$ cat config.mk
export PLATFORM = sky130hd
export DESIGN_NAME = ps2_mouse_packet_tracker
export DESIGN_NICKNAME = d
export VERILOG_FILES = /design/src/hw/rtl/pmt_pkg.sv /design/src/hw/rtl/pmt_front.sv /design/src/hw/rtl/pmt_queue.sv /design/src/hw/rtl/pmt_back.sv /design/src/hw/rtl/ps2_mouse_packet_tracker.sv
export SDC_FILE = /design/constraint.sdc
export NUM_CORES = 1
export LEC_CHECK = 0
export BUFFER_PORTS_ARGS = -buffer_cell sky130_fd_sc_hd__buf_2
export CAP_MARGIN = 5
export CORE_MARGIN = 1.5
export CORE_UTILIZATION = 55
export DETAILED_ROUTE_END_ITERATION = 7
export PLACE_DENSITY_LB_ADDON = 0.05
export SYNTH_ARGS = -nofsm -noshare
export SYNTH_HDL_FRONTEND = slang
export SYNTH_SLANG_ARGS = --single-unit
$ cat constraint.sdc
create_clock -name i_clk -period 8.8 [get_ports i_clk]
set_input_delay 1.32 -clock i_clk [delete_from_list [all_inputs] [get_ports i_clk]]
set_output_delay 1.32 -clock i_clk [all_outputs]
set_load 0.1 [all_outputs]
$ cat src/hw/rtl/pmt_pkg.sv
// ============================================================================
// PS/2 mouse packet tracker package
// Shared types and constants for the packet tracker front, queue and back.
// ============================================================================
package pmt_pkg;

    localparam int OUT_POS_W  = 10;
    localparam int LIMIT_W    = 10;
    localparam int CFG_ADDR_W = 1;
    localparam int HALF_W     = 9;

    localparam logic [CFG_ADDR_W-1:0] REG_X_LIMIT = 1'b0;
    localparam logic [CFG_ADDR_W-1:0] REG_Y_LIMIT = 1'b1;

    localparam logic [LIMIT_W-1:0] X_LIMIT_RESET = 10'd312;
    localparam logic [LIMIT_W-1:0] Y_LIMIT_RESET = 10'd194;
    localparam int                 CURSOR_RESET  = 100;

    localparam logic [7:0] HEAD_SYNC_MASK = 8'h08;
    localparam logic [7:0] HEAD_XSIGN_MASK = 8'h10;
    localparam logic [7:0] HEAD_YSIGN_MASK = 8'h20;
    localparam logic [7:0] HEAD_BTN_MASK  = 8'h07;

    typedef struct packed {
        logic [7:0] data_byte;
        logic       from_aux;
    } t_in;

    typedef struct packed {
        logic [OUT_POS_W-1:0] pos_x;
        logic [OUT_POS_W-1:0] pos_y;
        logic [2:0]           buttons;
        logic                 packet_done;
        logic                 moved;
    } t_out;

    typedef struct packed {
        logic                     done;
        logic                     moved;
        logic [2:0]               buttons;
        logic signed [HALF_W-1:0] half_dx;
        logic signed [HALF_W-1:0] half_dy;
    } t_cmd;

    typedef struct packed {
        logic                  wr_en;
        logic [CFG_ADDR_W-1:0] addr;
        logic [LIMIT_W-1:0]    data;
    } t_cfg_wr;

endpackage

$ cat src/hw/rtl/pmt_front.sv
// ============================================================================
// Packet tracker front end
// Accepts controller bytes, assembles three-byte packets and issues one
// command per byte with the halved deltas and button bits.
// ============================================================================
module pmt_front (
    input  logic           i_clk,
    input  logic           i_rst_n,
    input  pmt_pkg::t_in   i_in,
    input  logic           i_in_valid,
    output logic           o_in_ready,
    input  logic           i_space,
    output logic           o_push,
    output pmt_pkg::t_cmd  o_cmd
);
    import pmt_pkg::*;

    localparam logic [1:0] PH_HEAD  = 2'd0;
    localparam logic [1:0] PH_XBYTE = 2'd1;
    localparam logic [1:0] PH_YBYTE = 2'd2;

    logic [1:0] r_phase, n_phase;
    logic [7:0] r_head, n_head;
    logic [7:0] r_xbyte, n_xbyte;

    logic signed [8:0] dx_raw;
    logic signed [8:0] dx_half;
    logic signed [9:0] dy_src;
    logic signed [9:0] dy_raw;
    logic signed [9:0] dy_half;
    logic              accept;

    assign o_in_ready = i_space;
    assign accept     = i_in_valid && i_space;
    assign o_push     = accept;

    assign dx_raw  = {(r_head & HEAD_XSIGN_MASK) != 8'h00, r_xbyte};
    assign dx_half = (dx_raw + $signed({8'h00, dx_raw[8]})) >>> 1;
    assign dy_src  = {{2{(r_head & HEAD_YSIGN_MASK) != 8'h00}}, i_in.data_byte};
    assign dy_raw  = -dy_src;
    assign dy_half = (dy_raw + $signed({9'h000, dy_raw[9]})) >>> 1;

    always_comb begin
        n_phase       = r_phase;
        n_head        = r_head;
        n_xbyte       = r_xbyte;
        o_cmd.done    = 1'b0;
        o_cmd.moved   = 1'b0;
        o_cmd.buttons = 3'd0;
        o_cmd.half_dx = dx_half;
        o_cmd.half_dy = dy_half[HALF_W-1:0];
        if (i_in.from_aux) begin
            unique case (r_phase)
                PH_XBYTE: begin
                    n_xbyte = i_in.data_byte;
                    n_phase = PH_YBYTE;
                end
                PH_YBYTE: begin
                    n_phase       = PH_HEAD;
                    o_cmd.done    = 1'b1;
                    o_cmd.moved   = (dx_raw != 9'sd0) || (dy_src != 10'sd0);
                    o_cmd.buttons = r_head[2:0] & HEAD_BTN_MASK[2:0];
                end
                default: begin
                    if ((i_in.data_byte & HEAD_SYNC_MASK) != 8'h00) begin
                        n_head  = i_in.data_byte;
                        n_phase = PH_XBYTE;
                    end else begin
                        n_phase = PH_HEAD;
                    end
                end
            endcase
        end
    end

    always_ff @(posedge i_clk) begin
        if (!i_rst_n) begin
            r_phase <= PH_HEAD;
            r_head  <= 8'h00;
            r_xbyte <= 8'h00;
        end else if (accept) begin
            r_phase <= n_phase;
            r_head  <= n_head;
            r_xbyte <= n_xbyte;
        end
    end

endmodule

$ cat src/hw/rtl/pmt_queue.sv
// ============================================================================
// Packet tracker command queue
// Small first-in first-out buffer that decouples the front end from the
// cursor update stage.
// ============================================================================
module pmt_queue #(
    parameter int DEPTH = 2
) (
    input  logic           i_clk,
    input  logic           i_rst_n,
    input  logic           i_push,
    input  pmt_pkg::t_cmd  i_cmd,
    output logic           o_full,
    output logic           o_valid,
    input  logic           i_pop,
    output pmt_pkg::t_cmd  o_cmd
);
    import pmt_pkg::*;

    localparam int PTR_W = (DEPTH > 1) ? $clog2(DEPTH) : 1;
    localparam int CNT_W = $clog2(DEPTH + 1);

    t_cmd             r_mem [DEPTH];
    logic [PTR_W-1:0] r_wr_ptr;
    logic [PTR_W-1:0] r_rd_ptr;
    logic [CNT_W-1:0] r_count;

    logic do_push;
    logic do_pop;

    assign o_full  = (r_count == CNT_W'(DEPTH));
    assign o_valid = (r_count != '0);
    assign o_cmd   = r_mem[r_rd_ptr];
    assign do_push = i_push && !o_full;
    assign do_pop  = i_pop && o_valid;

    function automatic logic [PTR_W-1:0] f_next(input logic [PTR_W-1:0] ptr);
        logic [PTR_W-1:0] res;
        if (ptr == PTR_W'(DEPTH - 1)) begin
            res = '0;
        end else begin
            res = ptr + 1'b1;
        end
        return res;
    endfunction

    always_ff @(posedge i_clk) begin
        if (do_push) begin
            r_mem[r_wr_ptr] <= i_cmd;
        end
    end

    always_ff @(posedge i_clk) begin
        if (!i_rst_n) begin
            r_wr_ptr <= '0;
            r_rd_ptr <= '0;
            r_count  <= '0;
        end else begin
            if (do_push) begin
                r_wr_ptr <= f_next(r_wr_ptr);
            end
            if (do_pop) begin
                r_rd_ptr <= f_next(r_rd_ptr);
            end
            if (do_push && !do_pop) begin
                r_count <= r_count + 1'b1;
            end else if (do_pop && !do_push) begin
                r_count <= r_count - 1'b1;
            end
        end
    end

endmodule

$ cat src/hw/rtl/pmt_back.sv
// ============================================================================
// Packet tracker back end
// Holds the limit registers, applies each command to the cursor with
// clamping and presents the result in an output register.
// ============================================================================
module pmt_back #(
    parameter int POS_WIDTH = 10
) (
    input  logic             i_clk,
    input  logic             i_rst_n,
    input  pmt_pkg::t_cfg_wr i_cfg,
    input  logic             i_cmd_valid,
    input  pmt_pkg::t_cmd    i_cmd,
    output logic             o_pop,
    output logic             o_out_valid,
    input  logic             i_out_ready,
    output pmt_pkg::t_out    o_out
);
    import pmt_pkg::*;

    localparam int SW = POS_WIDTH + 2;
    localparam logic [SW-1:0] POS_MAX = {2'b00, {POS_WIDTH{1'b1}}};

    logic [LIMIT_W-1:0]   r_x_limit;
    logic [LIMIT_W-1:0]   r_y_limit;
    logic [POS_WIDTH-1:0] r_cursor_x, n_cursor_x;
    logic [POS_WIDTH-1:0] r_cursor_y, n_cursor_y;
    logic [2:0]           r_buttons, n_buttons;
    logic                 r_out_valid;
    t_out                 r_out;

    function automatic logic [POS_WIDTH-1:0] f_step(
        input logic [POS_WIDTH-1:0]     cur,
        input logic signed [HALF_W-1:0] half,
        input logic [LIMIT_W-1:0]       limit
    );
        logic [SW-1:0] lim;
        logic [SW-1:0] sum;
        logic [SW-1:0] res;
        lim = SW'(limit);
        if (lim > POS_MAX) begin
            lim = POS_MAX;
        end
        sum = {2'b00, cur} + {{(SW-HALF_W){half[HALF_W-1]}}, half};
        if (sum[SW-1]) begin
            res = '0;
        end else if (sum >= lim) begin
            res = lim;
        end else begin
            res = sum;
        end
        return res[POS_WIDTH-1:0];
    endfunction

    assign o_pop       = i_cmd_valid && (!r_out_valid || i_out_ready);
    assign o_out_valid = r_out_valid;
    assign o_out       = r_out;

    always_comb begin
        n_cursor_x = r_cursor_x;
        n_cursor_y = r_cursor_y;
        n_buttons  = r_buttons;
        if (i_cmd.done) begin
            n_buttons = i_cmd.buttons;
        end
        if (i_cmd.moved) begin
            n_cursor_x = f_step(r_cursor_x, i_cmd.half_dx, r_x_limit);
            n_cursor_y = f_step(r_cursor_y, i_cmd.half_dy, r_y_limit);
        end
    end

    always_ff @(posedge i_clk) begin
        if (!i_rst_n) begin
            r_x_limit <= X_LIMIT_RESET;
            r_y_limit <= Y_LIMIT_RESET;
        end else if (i_cfg.wr_en) begin
            unique case (i_cfg.addr)
                REG_X_LIMIT: r_x_limit <= i_cfg.data;
                REG_Y_LIMIT: r_y_limit <= i_cfg.data;
            endcase
        end
    end

    always_ff @(posedge i_clk) begin
        if (!i_rst_n) begin
            r_cursor_x  <= POS_WIDTH'(CURSOR_RESET);
            r_cursor_y  <= POS_WIDTH'(CURSOR_RESET);
            r_buttons   <= 3'd0;
            r_out_valid <= 1'b0;
        end else begin
            if (o_pop) begin
                r_cursor_x  <= n_cursor_x;
                r_cursor_y  <= n_cursor_y;
                r_buttons   <= n_buttons;
                r_out_valid <= 1'b1;
            end else if (i_out_ready) begin
                r_out_valid <= 1'b0;
            end
        end
    end

    always_ff @(posedge i_clk) begin
        if (o_pop) begin
            r_out.pos_x       <= OUT_POS_W'(n_cursor_x);
            r_out.pos_y       <= OUT_POS_W'(n_cursor_y);
            r_out.buttons     <= n_buttons;
            r_out.packet_done <= i_cmd.done;
            r_out.moved       <= i_cmd.moved;
        end
    end

endmodule

$ cat src/hw/rtl/ps2_mouse_packet_tracker.sv
// Path: each accepted byte's command is registered in the command queue and
// then in the output register.
// Throughput: one byte per cycle unless a result stalls; then the two-entry
// command queue takes two more bytes before the input stops.
// Reset: synchronous, active low; the limits return to 312 and 194, the
// cursor to (100, 100), the buttons to zero and the packet framing to idle.
// ============================================================================
// PS/2 mouse packet tracker
// Decodes three-byte mouse packets into a clamped cursor position and
// the current button state.
// ============================================================================
module ps2_mouse_packet_tracker #(
    parameter int POS_WIDTH = 10
) (
    input  logic                               i_clk,
    input  logic                               i_rst_n,
    input  logic                               i_cfg_wr_en,
    input  logic [pmt_pkg::CFG_ADDR_W-1:0]     i_cfg_addr,
    input  logic [pmt_pkg::LIMIT_W-1:0]        i_cfg_wr_data,
    input  logic                               i_in_valid,
    output logic                               o_in_ready,
    input  pmt_pkg::t_in                       i_in,
    output logic                               o_out_valid,
    input  logic                               i_out_ready,
    output pmt_pkg::t_out                      o_out
);
    import pmt_pkg::*;

    t_cfg_wr cfg;
    t_cmd    push_cmd;
    t_cmd    pop_cmd;
    logic    push;
    logic    pop;
    logic    q_full;
    logic    q_valid;

    assign cfg.wr_en = i_cfg_wr_en;
    assign cfg.addr  = i_cfg_addr;
    assign cfg.data  = i_cfg_wr_data;

    pmt_front u_front (
        .i_clk      (i_clk),
        .i_rst_n    (i_rst_n),
        .i_in       (i_in),
        .i_in_valid (i_in_valid),
        .o_in_ready (o_in_ready),
        .i_space    (!q_full),
        .o_push     (push),
        .o_cmd      (push_cmd)
    );

    pmt_queue #(
        .DEPTH (2)
    ) u_queue (
        .i_clk   (i_clk),
        .i_rst_n (i_rst_n),
        .i_push  (push),
        .i_cmd   (push_cmd),
        .o_full  (q_full),
        .o_valid (q_valid),
        .i_pop   (pop),
        .o_cmd   (pop_cmd)
    );

    pmt_back #(
        .POS_WIDTH (POS_WIDTH)
    ) u_back (
        .i_clk       (i_clk),
        .i_rst_n     (i_rst_n),
        .i_cfg       (cfg),
        .i_cmd_valid (q_valid),
        .i_cmd       (pop_cmd),
        .o_pop       (pop),
        .o_out_valid (o_out_valid),
        .i_out_ready (i_out_ready),
        .o_out       (o_out)
    );

endmodule

==> results.cfg, run 1 <==
[floorplanning]
core_um2 = 12700
fp.dieH_um = 117
num_rows = 41
dieArea_um2 = 13700
io_pins = 52
initial_core_util_pct = 56.6
die_x_um = 117

[routing]
via_per_inst = 5.60
first_pass_iters = 4
via_count = 5262
wirelength_um = 16100
first_iter_violations = 379
drc_errors = 0
avgRoutedWirePerCell_um = 17.1
ant_nets = 0

[clocking]
clock_path_buffers = 2
cts_tree = yes
cts_resized = 0
cts_hold_buf = 0
post_cts_buffers = 0
numCtsBuffers = 17
htreeDepth = 4
clockRootBuffer = clkbuf_16
clk_pin_slew_worst_paths_ns = 0.06
cts_sinks = 133
clk_latency_ns = 0.42

[yosys]
synth.avg_cell_area_um2 = 10.2
synthXorXnorAreaFrac_pct = 4.52
synth_top_area_share_pct = 28.9
synthSimpleGateAreaFrac_pct = 14.0
synth_area_leaders = edfxtp_1 29%, dfxtp_1 18%, ha_1 8.7%, nand2_1 5.3%, mux2i_1 4.0%
synth_fa_ha_area_share_pct = 9.42
synthFlopType = edfxtp_1
synth_edf_count = 69
syn_inst = 702
synth_cell_types = 61
synth_compound_area_share_pct = 15.1
synth_mux_area_share_pct = 6.72
yosys_warnings = 0
synth-seq-area-share_pct = 46.8
synth_common_cells = 101 x nand2_1, 69 x edfxtp_1, 64 x dfxtp_1
synth_top_family_by_area = compound AO/OA/AOI/OAI gates
synth.most_common_cell = nand2_1
synth_area_um2 = 7170
synth_nets = 779
yosysTopAreaCell = edfxtp_1
async_reset_ff_share_pct = 0
ys_seq_elements = 133

[placed_design]
pre_cts_slack_ns = 4.07
gp_congestion = 0.930
portBuffers = 51
hpwlAfterDp_um = 11900
placed_cell_area_um2 = 7590

[timing]
setup_viol = 0
worstMarginPinSlew_ns = 1.19
slew_violations = 0
tns_ns = 0
finClkSkew_ns = 0.00670
max_slew_margin_pct = 20.2
min_period_over_period_pct = 54.3
timing.final.hold_violations = 0
fmax_ghz = 0.209
grt_setup_unrepaired = false
layout_setup_ws_ns = 4.02
fin_crit_ns = 4.78

[critical_path]
worstSetupEndpointType = flop
crit_arrival_ns = 4.91
critPathLaunchType = flop
path_class = flop to flop
required_ns = 8.93
r2r_cells = 18
crit_path_max_fanout = 9
r2r_slack_ns = 4.02
cp-endpoint = u_back.o_out[19]
r2r-end = u_back.o_out[19]

[worst_hold_path]
hold_class = flop to flop

[job]
cap_violations = 0

[global_routing]
grt_pass1_wl_um = 25700
grtUsageTotal_pct = 25.1
grt_start_max_net_pins = 66
grt_pass1_vias = 5195
antenna_found_initial = 0
overflow = 0

[cells_and_area]
postLayoutCoreUtil_pct = 64.8
final_nets = 832
drive_gt1_share_pct = 15.5
antennaDiodeCount = 0
areaGrowthSynthToFinish_pct = 14.4
fin_area_um2 = 8210

[outcome]
status = finished, final reports clean
[metal layers]
metal | vias up | share of wire (%) | track usage [%]
met5 | - | 0 | 0
met4 | 0 | 2.0 | 9.80
met3 | 26 | 4.0 | 4.84
met2 | 116 | 48 | 41.4
met1 | 2487 | 46 | 32.6
li1 | 2633 | - | -
[worst max-delay path, stage by stage (launching register included)]
cell and delay, ns:
dfxtp_1 0.57, mux2_2 0.38, ha_1 0.19, inv_1 0.07
fa_1 0.25, nor2b_4 0.05, o31a_1 0.27, o21a_1 0.18
nor2_1 0.11, xnor2_1 0.16, ha_1 0.28, and3_1 0.21
a221o_1 0.30, a31oi_1 0.16, o21ai_0 0.11, a21oi_1 0.52
nand2_2 0.29, mux2i_1 0.27, o21ai_0 0.12
[final cells by class]
cell class              instances  area [µm²]
fillers                      1050        4470
multi-input cells             503        3580
flip-flops and latches        133        3350
clock buffers                  18         439
repair buffers                 54         278
well taps                     172         215
inverters                      46         173
clock inverters                14         171
[sequential cells by signal, summed over array words and instances, names as in the netlist, named ones only]
register / cells
u_back.r_cursor_x: 10
u_back.r_y_limit: 10
u_front.r_xbyte: 8
u_front.r_head: 5
u_back.o_out: 25
u_queue.r_count: 2
u_back.r_x_limit: 10
u_back.r_cursor_y: 10
u_queue.r_rd_ptr: 1
u_back.o_out_valid: 1
u_queue.r_wr_ptr: 1
u_front.r_phase: 2
u_back.r_buttons: 3
u_queue.r_mem: 44
[metrics by stage]
stage                     cells  hold WS [ns]
after floorplan             702         0.443
after global placement      908         0.456
after detailed placement    908         0.469
after CTS                   940         0.478
after global routing        940         0.492
final                       940         0.472
[cells in the final DEF (no fill, tap or decap), types with 7 or more instances in the layout]
cell type,n
mux2i_1,28
nor2_1,22
o21ai_0,41
inv_1,45
nand3_1,12
dfxtp_1,64
a21oi_1,25
xnor2_1,28
clkbuf_16,17
ha_1,50
nor3_1,11
a211oi_1,7
a31oi_1,13
edfxtp_1,69
xor2_1,9
nand2_1,101
buf_2,51
a21boi_0,21
and2_1,8
nor2b_1,23
mux2_2,15
o211ai_1,11
[cell families after synthesis]
family          after synthesis
buf+inv                      66
compound gates              158
xor+xnor                     37
fa+ha+maj                    53
mux                          45
flops                       133
simple gates                210
[worst min-delay path by stage]
stage	depth (start not counted)	from	to	slack [ns]
global placement	2	u_back.r_buttons[1]	u_back.r_buttons[1]	0.46
detailed placement	2	u_back.r_buttons[2]	u_back.r_buttons[2]	0.47
finish	2	u_back.r_buttons[2]	u_back.r_buttons[2]	0.47
floorplan	2	u_back.r_y_limit[4]	u_back.r_y_limit[4]	0.44
global route	2	u_back.r_buttons[1]	u_back.r_buttons[1]	0.49
CTS	2	u_back.r_buttons[2]	u_back.r_buttons[2]	0.48
Power of run 1 is left out: the tool's default activity adds up to more than one toggle a clock period on the data nets, which glitch-free logic cannot reach.
==> inputs of run 2 (changes only) <==
==> constraint.sdc (replaced) <==
create_clock -name i_clk -period 4.3 [get_ports i_clk]
set_input_delay 0.645 -clock i_clk [delete_from_list [all_inputs] [get_ports i_clk]]
set_output_delay 0.645 -clock i_clk [all_outputs]
set_load 0.1 [all_outputs]
==> results.cfg, run 2 (synthesis gave the netlist of run 1 again) <==
[global_routing]
grt_pass1_wl_um = 24900
grt_pass1_vias = 5060
antenna_found_initial = 0
overflow = 0
grtUsageTotal_pct = 24.1
grt_start_max_net_pins = 66

[worst_hold_path]
min_from = u_back.r_y_limit[4]
hold_class = flop to flop
min_to = u_back.r_y_limit[4]
min_path_cells = 2

[cells_and_area]
areaGrowthSynthToFinish_pct = 17.1
ff_latch_area_um2 = 3360
final_common_cell = nand2_1
nFillCells = 1049
final_nets = 846
drive_gt1_share_pct = 18.7
postLayoutCoreUtil_pct = 66.3
antennaDiodeCount = 0
multi_input_area_um2 = 3660
final_cell_mix = 101 x nand2_1, 69 x edfxtp_1, 63 x dfxtp_1, 51 x buf_2, 49 x ha_1
regMostFlops = u_queue.r_mem
largest_reg_flops = 44

[critical_path]
path_cells = mux2_4, ha_2, inv_2, fa_2, nor2b_4, o31a_1, o21a_1, nor2_2, xnor2_2, ha_1, and3_4, a221o_1, a31oi_1, o21ai_1, a21oi_2, nand2_4, mux2i_1, o21ai_0
crit_arrival_ns = 4.24
slowest_delay_ns = 0.38
required_ns = 4.46
r2r-end = u_back.o_out[17]
cp_slowest_cell = dfxtp_4
crit_path_max_fanout = 7
worstSetupEndpointType = flop
path_class = flop to flop
r2r_cells = 18
critPathLaunchType = flop
r2r_slack_ns = 0.22

[clocking]
cts_hold_buf = 0
clk_pin_slew_worst_paths_ns = 0.05
clk_latency_ns = 0.42
numCtsBuffers = 17
clockRootBuffer = clkbuf_16
clock_path_buffers = 2
cts_tree = yes
cts_sinks = 133
htreeDepth = 4

[timing]
timing.final.hold_violations = 0
setup_viol = 0
min_period_over_period_pct = 94.8
worstMarginPinSlew_ns = 1.17
finClkSkew_ns = 0.00575
fmax_ghz = 0.245
slew_violations = 0
fin_crit_ns = 4.08
tns_ns = 0
max_slew_margin_pct = 21.4

[placed_design]
portBuffers = 51
hpwlAfterDp_um = 11200
gp_congestion = 0.943

[routing]
via_count = 5357
avgRoutedWirePerCell_um = 16.4
first_iter_violations = 370
via_per_inst = 5.62
first_pass_iters = 6
wirelength_um = 15600
drc_errors = 0
ant_nets = 0

[floorplanning]
initial_core_util_pct = 56.6
die_x_um = 117
num_rows = 41
dieArea_um2 = 13700
fp.dieH_um = 117
core_um2 = 12700
io_pins = 52

[outcome]
status = finished, final reports clean

[job]
cap_violations = 0
==> run 2: what timing repair did <==
| action | CTS | global route |
|---|---|---|
| setup buffers | 0 | 9 |
| resized for setup | 0 | 28 |
| setup endpoints to repair | 0 | 32 |
==> run 2: area by class of cell <==
| class | instances | area share (%) |
|---|---|---|
| Multi-Input combinational cell | 503 | 43.6 |
| Sequential cell | 133 | 40.0 |
| Clock buffer | 19 | 5.15 |
| Timing Repair Buffer | 68 | 4.75 |
| Tap cell | 172 | 2.56 |
| Inverter | 46 | 2.06 |
| Clock inverter | 13 | 1.89 |
==> run 2: per-layer routing <==
metal	up-vias	track usage [%]	wire length, µm
met2	146	39.6	7320
li1	2659	-	-
met3	30	5.77	782
met4	0	9.16	314
met5	-	0	0
met1	2522	31.0	7180
==> run 2: worst max path at each step <==
stage	end	slack (ns)	depth (start not counted)
5_1_grt	u_back.o_out[23]	-0.03	19
2_1_floorplan	u_back.o_out[17]	0.04	20
4_1_cts	u_back.o_out[19]	0.03	18
3_5_place_dp	u_back.o_out[19]	0.08	18
3_3_place_gp	u_back.o_out[19]	0.21	18
6_report	u_back.o_out[17]	0.22	18
==> run 2: through the flow <==
stage	hold WS [ns]	std cells	cell area (µm²)	setup slack, ns
after floorplan	0.443	702	7180	0.0383
after global placement	0.456	913	7640	0.208
after detailed placement	0.465	913	7640	0.0801
after CTS	0.474	945	8240	0.0267
after global routing	0.484	954	8400	-0.0312
final	0.472	954	8400	0.224
==> run 2: worst max-delay path, delay by kind of cell, from the launching register on <==
| family | cells | cell delay (ns) |
|---|---|---|
| AOI/OAI and AO/OA | 7 | 1.42 |
| adders and majority gates | 3 | 0.75 |
| and+or+nand+nor | 4 | 0.56 |
| muxes | 2 | 0.54 |
| DFF | 1 | 0.38 |
| xor gates and xnor gates | 1 | 0.10 |
| buffers and inverters | 1 | 0.06 |
Power of run 2 is left out for the same reason.
==> inputs of run 3 (changes only) <==
--- a/config.mk
+++ b/config.mk
@@ -11,6 +11,7 @@
 export CORE_UTILIZATION = 55
 export DETAILED_ROUTE_END_ITERATION = 7
 export PLACE_DENSITY_LB_ADDON = 0.05
+export RECOVER_POWER = 50
 export SYNTH_ARGS = -nofsm -noshare
 export SYNTH_HDL_FRONTEND = slang
 export SYNTH_SLANG_ARGS = --single-unit
==> results.cfg, run 3 (synthesis gave the netlist of run 1 again) <==
[cells_and_area]
antennaDiodeCount = 0
areaGrowthSynthToFinish_pct = 16.5
final_common_cell = nand2_1
largest_reg_flops = 44
drive_gt1_share_pct = 14.7
final_nets = 846
final_cells = 954
final_cell_mix = 101 x nand2_1, 69 x edfxtp_1, 63 x dfxtp_1, 49 x ha_1, 44 x inv_1
regMostFlops = u_queue.r_mem

[critical_path]
crit_arrival_ns = 4.24
path_cells = mux2_4, ha_2, inv_2, fa_2, nor2b_4, o31a_1, o21a_1, nor2_2, xnor2_2, ha_1, and3_4, a221o_1, a31oi_1, o21ai_1, a21oi_2, nand2_4, mux2i_1, o21ai_0
r2r-end = u_back.o_out[17]
crit_path_max_fanout = 7
slowest_delay_ns = 0.38
path_class = flop to flop
r2r_slack_ns = 0.22
required_ns = 4.46
worstSetupEndpointType = flop
r2r_cells = 18
cp_slowest_cell = dfxtp_4
critPathBufInv = 1
path_delay_family = compound AO/OA/AOI/OAI gates
critPathLaunchType = flop

[global_routing]
grtUsageTotal_pct = 24.1
antenna_found_initial = 0
grt_pass1_wl_um = 24900
use_met3_pct = 5.77
grt_start_max_net_pins = 66
grt_util_met1_pct = 31.0
overflow = 0
grtUsageMet2_pct = 39.6
busiest_layer = met2
grt_pass1_vias = 5060

[timing]
layout_setup_ws_ns = 0.222
max_slew_margin_pct = 20.0
tns_ns = 0
min_period_over_period_pct = 94.8
worstMarginPinSlew_ns = 1.21
timing.final.hold_violations = 0
slew_violations = 0
fmax_ghz = 0.245
fin_crit_ns = 4.08
setup_viol = 0
finClkSkew_ns = 0.00729

[routing]
via_per_inst = 5.60
drc_errors = 0
first_pass_iters = 4
first_iter_violations = 367
wirelength_um = 15600
avgRoutedWirePerCell_um = 16.4
via_count = 5345
ant_nets = 0

[job]
cap_violations = 0

[clocking]
clk_latency_ns = 0.42
clockRootBuffer = clkbuf_16
clock_path_buffers = 2
numCtsBuffers = 17
clk_pin_slew_worst_paths_ns = 0.05
cts_tree = yes
cts_sinks = 133
htreeDepth = 4

[placed_design]
pre_cts_slack_ns = 0.0801
portBuffers = 51
gp_congestion = 0.943
placedCellCount = 913
hpwlAfterDp_um = 11200

[floorplanning]
num_rows = 41
core_um2 = 12700
io_pins = 52
fp.dieH_um = 117
die_x_um = 117
initial_core_util_pct = 56.6
dieArea_um2 = 13700

[worst_hold_path]
hold_class = flop to flop
min_path_cells = 2
min_from = u_back.r_y_limit[4]
min_to = u_back.r_y_limit[4]

[outcome]
status = finished, final reports clean
-- run 3: cell count changes in the layout (fill, tap and decap cells not counted), sizes merged --
cell | before | now
buf | 68 | 38
clkbuf | 19 | 49
-- run 3: layout make-up --
| type | count | area [µm²] |
|---|---|---|
| clock buffers | 19 | 433 |
| clock inverters | 13 | 159 |
| fillers | 1061 | 4320 |
| inverters | 46 | 173 |
| multi-input cells | 503 | 3660 |
| flip-flops and latches | 133 | 3360 |
| well taps | 172 | 215 |
| repair buffers | 68 | 357 |
-- run 3: how the worst max path moves through the flow --
stage | startpoint | end | slack [ns] | cells past startpoint
after detailed placement | flop | u_back.o_out[19] | 0.08 | 18
after floorplan | flop | u_back.o_out[17] | 0.04 | 20
after global routing | flop | u_back.o_out[23] | -0.03 | 19
final | flop | u_back.o_out[17] | 0.22 | 18
after CTS | flop | u_back.o_out[19] | 0.03 | 18
after global placement | flop | u_back.o_out[19] | 0.21 | 18
-- run 3: routing by layer --
layer	up-vias	routed length, µm
li1	2658	-
met1	2524	7270
met2	131	7300
met3	32	711
met4	0	327
met5	-	0
-- run 3: worst register-to-register path: cells and delay by family (launching register included) --
kind | cells | cell delay (ns)
XOR/XNOR | 1 | 0.10
AND/OR/NAND/NOR | 4 | 0.56
flip-flops | 1 | 0.38
multiplexers | 2 | 0.55
adder cells (fa/ha/maj) | 3 | 0.75
AO/OA/AOI/OAI | 7 | 1.43
buffers and inverters | 1 | 0.06
-- run 3: through the flow --
step / instance area, µm² / hold WS, ns / util (%)
floorplan: 7180 / 0.443 / -
global placement: 7640 / 0.456 / 60.3
detailed placement: 7640 / 0.465 / 60.3
CTS: 8240 / 0.474 / 65.0
global route: 8360 / 0.484 / 65.9
finish: 8360 / 0.475 / 65.9
-- run 3: repair_timing --
action                                  CTS  global route
hold buffers                              0             0
buffers inserted                          0             9
endpoints found under the setup margin    0            32
gates resized for setup                   0            28
Power of run 3 is left out for the same reason.
